$ cat src/rtl/kwm_pkg.sv
// Package for the k-way time merge block: operation and status codes,
// default sizes and the head-table command group. No dependencies.
package kwm_pkg;

  localparam int NUM_TRACKS_DEF  = 16;
  localparam int TRACK_DEPTH_DEF = 256;

  localparam logic [4:0] TRACKS_IN_USE_RESET = 5'd16;

  typedef enum logic [1:0] {
    OP_LOAD   = 2'd0,
    OP_TAKE   = 2'd1,
    OP_REWIND = 2'd2,
    OP_CLEAR  = 2'd3
  } op_t;

  typedef enum logic [2:0] {
    ST_ROOT   = 3'd0,
    ST_EVENT  = 3'd1,
    ST_NONE   = 3'd2,
    ST_LOADED = 3'd3,
    ST_FULL   = 3'd4,
    ST_DONE   = 3'd5
  } status_t;

  // update requests to the per-track length / read-position table
  typedef struct packed {
    logic clear;    // zero every length and position
    logic rewind;   // zero every position
    logic inc_len;  // bump length of the addressed track
    logic inc_pos;  // bump position of the addressed track
  } heads_cmd_t;

endpackage

$ cat src/rtl/kwm_heads.sv
// Per-track length and read-position table, one read port, flop based.
// Depends on kwm_pkg (heads_cmd_t).
module kwm_heads #(
  parameter int NUM_TRACKS  = kwm_pkg::NUM_TRACKS_DEF,
  parameter int TRACK_DEPTH = kwm_pkg::TRACK_DEPTH_DEF,
  parameter int TW          = (NUM_TRACKS > 1) ? $clog2(NUM_TRACKS) : 1,
  parameter int PW          = $clog2(TRACK_DEPTH + 1)
) (
  input  logic                clk,
  input  logic                rst,
  input  kwm_pkg::heads_cmd_t cmd,
  input  logic [TW-1:0]       idx,
  output logic [PW-1:0]       rd_len,
  output logic [PW-1:0]       rd_pos
);

  logic [PW-1:0] len_q [NUM_TRACKS];
  logic [PW-1:0] pos_q [NUM_TRACKS];

  assign rd_len = len_q[idx];
  assign rd_pos = pos_q[idx];

  always_ff @(posedge clk) begin
    if (rst) begin
      for (int i = 0; i < NUM_TRACKS; i++) begin
        len_q[i] <= '0;
        pos_q[i] <= '0;
      end
    end else if (cmd.clear) begin
      for (int i = 0; i < NUM_TRACKS; i++) begin
        len_q[i] <= '0;
        pos_q[i] <= '0;
      end
    end else if (cmd.rewind) begin
      for (int i = 0; i < NUM_TRACKS; i++) begin
        pos_q[i] <= '0;
      end
    end else begin
      if (cmd.inc_len) begin
        len_q[idx] <= len_q[idx] + PW'(1);
      end
      if (cmd.inc_pos) begin
        pos_q[idx] <= pos_q[idx] + PW'(1);
      end
    end
  end

endmodule

$ cat config.mk
export PLATFORM = sky130hd
export DESIGN_NAME = kwm_heads
export DESIGN_NICKNAME = d
export VERILOG_FILES = /design/src/rtl/kwm_pkg.sv /design/src/rtl/kwm_heads.sv
export SDC_FILE = /design/constraint.sdc
export NUM_CORES = 1
export LEC_CHECK = 0
export ABC_CLOCK_PERIOD_IN_PS = 8160
export BUFFER_PORTS_ARGS = -buffer_cell sky130_fd_sc_hd__buf_2
export CORE_MARGIN = 4
export CORE_UTILIZATION = 40
export DETAILED_ROUTE_END_ITERATION = 10
export GPL_ROUTABILITY_DRIVEN = 0
export PLACE_DENSITY_LB_ADDON = 0.3
export SYNTH_ARGS = -nofsm -noshare
export SYNTH_HDL_FRONTEND = slang
export SYNTH_SLANG_ARGS = --single-unit
$ cat constraint.sdc
create_clock -name clk -period 8.16 [get_ports clk]
set_clock_uncertainty 0.05 [all_clocks]
set_input_delay 1.632 -clock clk [delete_from_list [all_inputs] [get_ports clk]]
set_output_delay 1.632 -clock clk [all_outputs]
set_load 0.05 [all_outputs]
==> flow_summary_export.csv <==
group,metric,value,unit
run_status,status,"complete, no violations",
clock_network,htreeDepth,1,
floorplanning,io_pins,28,
setup_path,crit_required,6.48,ns
synthesis,synth_area,12930,sq um
clock_network,clkTransAtPathRegs,0.06,ns
sta,fin_tns_setup,0,ns
floorplanning,rows,65,
clock_network,cts.path.max_buffers,3,
synthesis,syn_inst,887,
drt,routed-via-count,7741,
synthesis,syn_avg_cell_area,14.57,sq um
grt,grt_pass1_wl,49110,um
finish,antenna_cells,0,
setup_path,r2r_start,"pos_q[12][0]",
drt,drtPass1Iterations,5,
setup_path,slowest_delay,0.57,ns
pwr,p_per_area,230.8,nW/um^2
setup_path,crit_chain,"buf_4 > buf_4 > mux4_2 > a22oi_1 > nand2_1 > buf_2",
setup_path,critPathSlowestCell,"buf_4",
pwr,power,3.307,mW
drt,drt.antenna.violating_nets,0,
grt,track_usage,18.08,%
synthesis,ys_types,37,
drt,drt-vias-per-instance,5.833,
setup_path,setup.worst_path.start_class,"input pin",
grt,grt_max_degree,42,
drt,drc_errors,0,
sta,period_needed,5.862,ns
synthesis,yosysSeqAreaShare,66.90,%
sta,period_share,71.84,%
floorplanning,dieArea,35260,sq um
clock_network,clock_sinks,288,
synthesis,synth_edf_count,288,
setup_path,r2r_cells,8,
clock_network,cts_tree,"done",
grt,antenna_found_initial,0,
finish,layout-drive-gt1-share,20.86,%
setup_path,cp_data_arrival_time,4.18,ns
setup_path,cp-end-kind,"output port",
setup_path,timing.rr.end,"pos_q[0][8]",
synthesis,synthFlopType,"edfxtp_1",
min_path,hold_class,"register to register",
clock_network,postCtsSetupBuffers,0,
placement,placed_cell_area,13350,sq um
finish,stdcell_area,14330,sq um
drt,drt_iter0_markers,773,
finish,regArea,8648,sq um
finish,multiInputGateArea,3896,sq um
sta,max_freq,170.6,MHz
clock_network,cts_root_buffer,"clkbuf_16",
grt,grt_overflow_total,0,
drt,drt-total-wl,32140,um
drt,wl_per_cell,24.22,um
finish,nNetsFinal,913,
finish,syn2layout_area_growth,10.81,%
sta,finalHoldViolations,0,
min_path,worstHoldEndpoint,"len_q[8][0]",
clock_network,clk-insertion-delay-late,0.56,ns
clock_network,hold_buffers,0,
pwr,p_leak,5.107,nW
placement,pre_cts_slack,2.248,ns
setup_path,crit_top_cell,"buf_4",
floorplanning,start_util,40.76,%
min_path,min_path_cells,5,
floorplanning,core,31720,sq um
clock_network,cts_buffers,30,
min_path,min-delay-start,"len_q[8][0]",
setup_path,timing_worst_setup_path_type,"input pin to output port",
grt,grt_pass1_vias,7996,
clock_network,cts_resized,0,
setup_path,crit_buf_inv,3,
sta,worst_pin_slew,1.214,ns
sta,rsz0062_at_grt,"false",
synthesis,synth-seq-cells,288,
sta,relSlewSlack,18.52,%
pwr,vdd_drop_max,0.1549,mV
setup_path,crit_family,"buffers and inverters",
placement,dp_hpwl,20170,um
floorplanning,die_h,187.8,um
synthesis,async_reset_ff_share,0,%
sta,setup_violations,0,
setup_path,cp_max_fo,38,
run,drv_cap,0,
synthesis,synth_warnings,0,
sta,postLayoutSetupSlackWorst,2.298,ns
finish,nFillCells,2835,
placement,portBuffers,27,
sta,slew_violations,0,
setup_path,r2r_slack,4.61,ns
synthesis,synth_nets,899,
floorplanning,die_w,187.8,um
[final cells by class]
class                      count  share of cell area (%)
sequential                   288                   60.37
clock buffer                  33                   5.468
tap                          402                   3.511
timing repair buffer          47                   2.026
multi-input combinational    531                   27.20
inverter                       3                 0.07861
clock inverter                23                   1.345
[Yosys cell counts (all sizes together) (2+ instances only)]
| library cell | count | area, sq um |
|---|---|---|
| nand3 | 5 | 30.03 |
| a22oi | 28 | 210.2 |
| clkbuf | 25 | 97.60 |
| nor2 | 197 | 739.5 |
| a21oi | 96 | 555.5 |
| xnor2 | 2 | 17.52 |
| o21ai | 6 | 30.03 |
| nand2 | 90 | 345.3 |
| or3 | 6 | 37.54 |
| nor3b | 2 | 15.01 |
| and3 | 2 | 12.51 |
| edfxtp | 288 | 8648 |
| nand4 | 5 | 31.28 |
| inv | 3 | 11.26 |
| ha | 2 | 25.02 |
| xor2 | 6 | 67.56 |
| buf | 40 | 284.0 |
| mux4 | 75 | 1708 |
| nor2b | 2 | 12.51 |
[metrics by stage]
step	instances	hold slack [ns]	utilization [%]
floorplan	887	0.8807	-
global placement	1271	1.108	42.09
detailed placement	1271	1.131	42.09
CTS	1327	1.150	45.16
global route	1327	1.197	45.16
finish	1327	1.144	45.16
[per-layer routing]
layer,vias up,track usage (%),wire [um]
met5,-,0,0
met4,0,3.896,686
met3,48,2.941,2210
met2,322,29.84,15790
met1,3991,25.62,13460
li1,3380,-,-
[flip-flops by register name, indices dropped and copies added (netlist names)]
signal,cells
len_q,144
pos_q,144
[placed cells by master, fill, tap and decap left out, drive strengths merged, types with 3 or more instances in the layout]
cell type and n:
a21oi 96, xor2 6, bufinv 3, nand3 5, clkbuf 33, buf 47
o21ai 6, clkinv 17, mux4 75, clkinvlp 3, inv 3, nand2 90
edfxtp 288, a22oi 28, nand4 5, or3 6, nor2 197
[worst min-delay path, delay by kind of cell, from the launching register on]
kind	cells	cell delay [ns]
flip-flops	1	0.32
AND/OR/NAND/NOR	2	0.14
multiplexers	1	0.23
buffers and inverters	1	0.26
AO/OA/AOI/OAI	1	0.08
[power breakdown]
group	internal, mW	switching (mW)	leakage (nW)	total (mW)
Combinational	0.0738	0.185	1.34	0.259
Clock	0.784	0.571	0.478	1.35
Sequential	1.68	0.0159	3.29	1.69
[worst max-delay path by stage]
stage	endpoint	depth (start not counted)	from
2_1_floorplan	len_q[10][8]	15	idx[2]
3_3_place_gp	rd_len[4]	6	idx[0]
3_5_place_dp	rd_len[4]	6	idx[0]
4_1_cts	rd_len[4]	6	idx[0]
5_1_grt	rd_len[4]	6	idx[0]
6_report	rd_len[2]	6	idx[0]
[kinds of logic (layout without fill, tap and decap cells)]
family | after synthesis | in the layout | share of synthesized area, %
buffers and inverters | 68 | 106 | 3.039
and+or+nand+nor | 314 | 314 | 9.717
AOI/OAI and AO/OA | 132 | 132 | 6.281
xor gates and xnor gates | 8 | 8 | 0.6581
muxes | 75 | 75 | 13.21
DFF | 288 | 288 | 66.90
adders and majority gates | 2 | 2 | 0.1935
(Power assumes the default switching activity.)
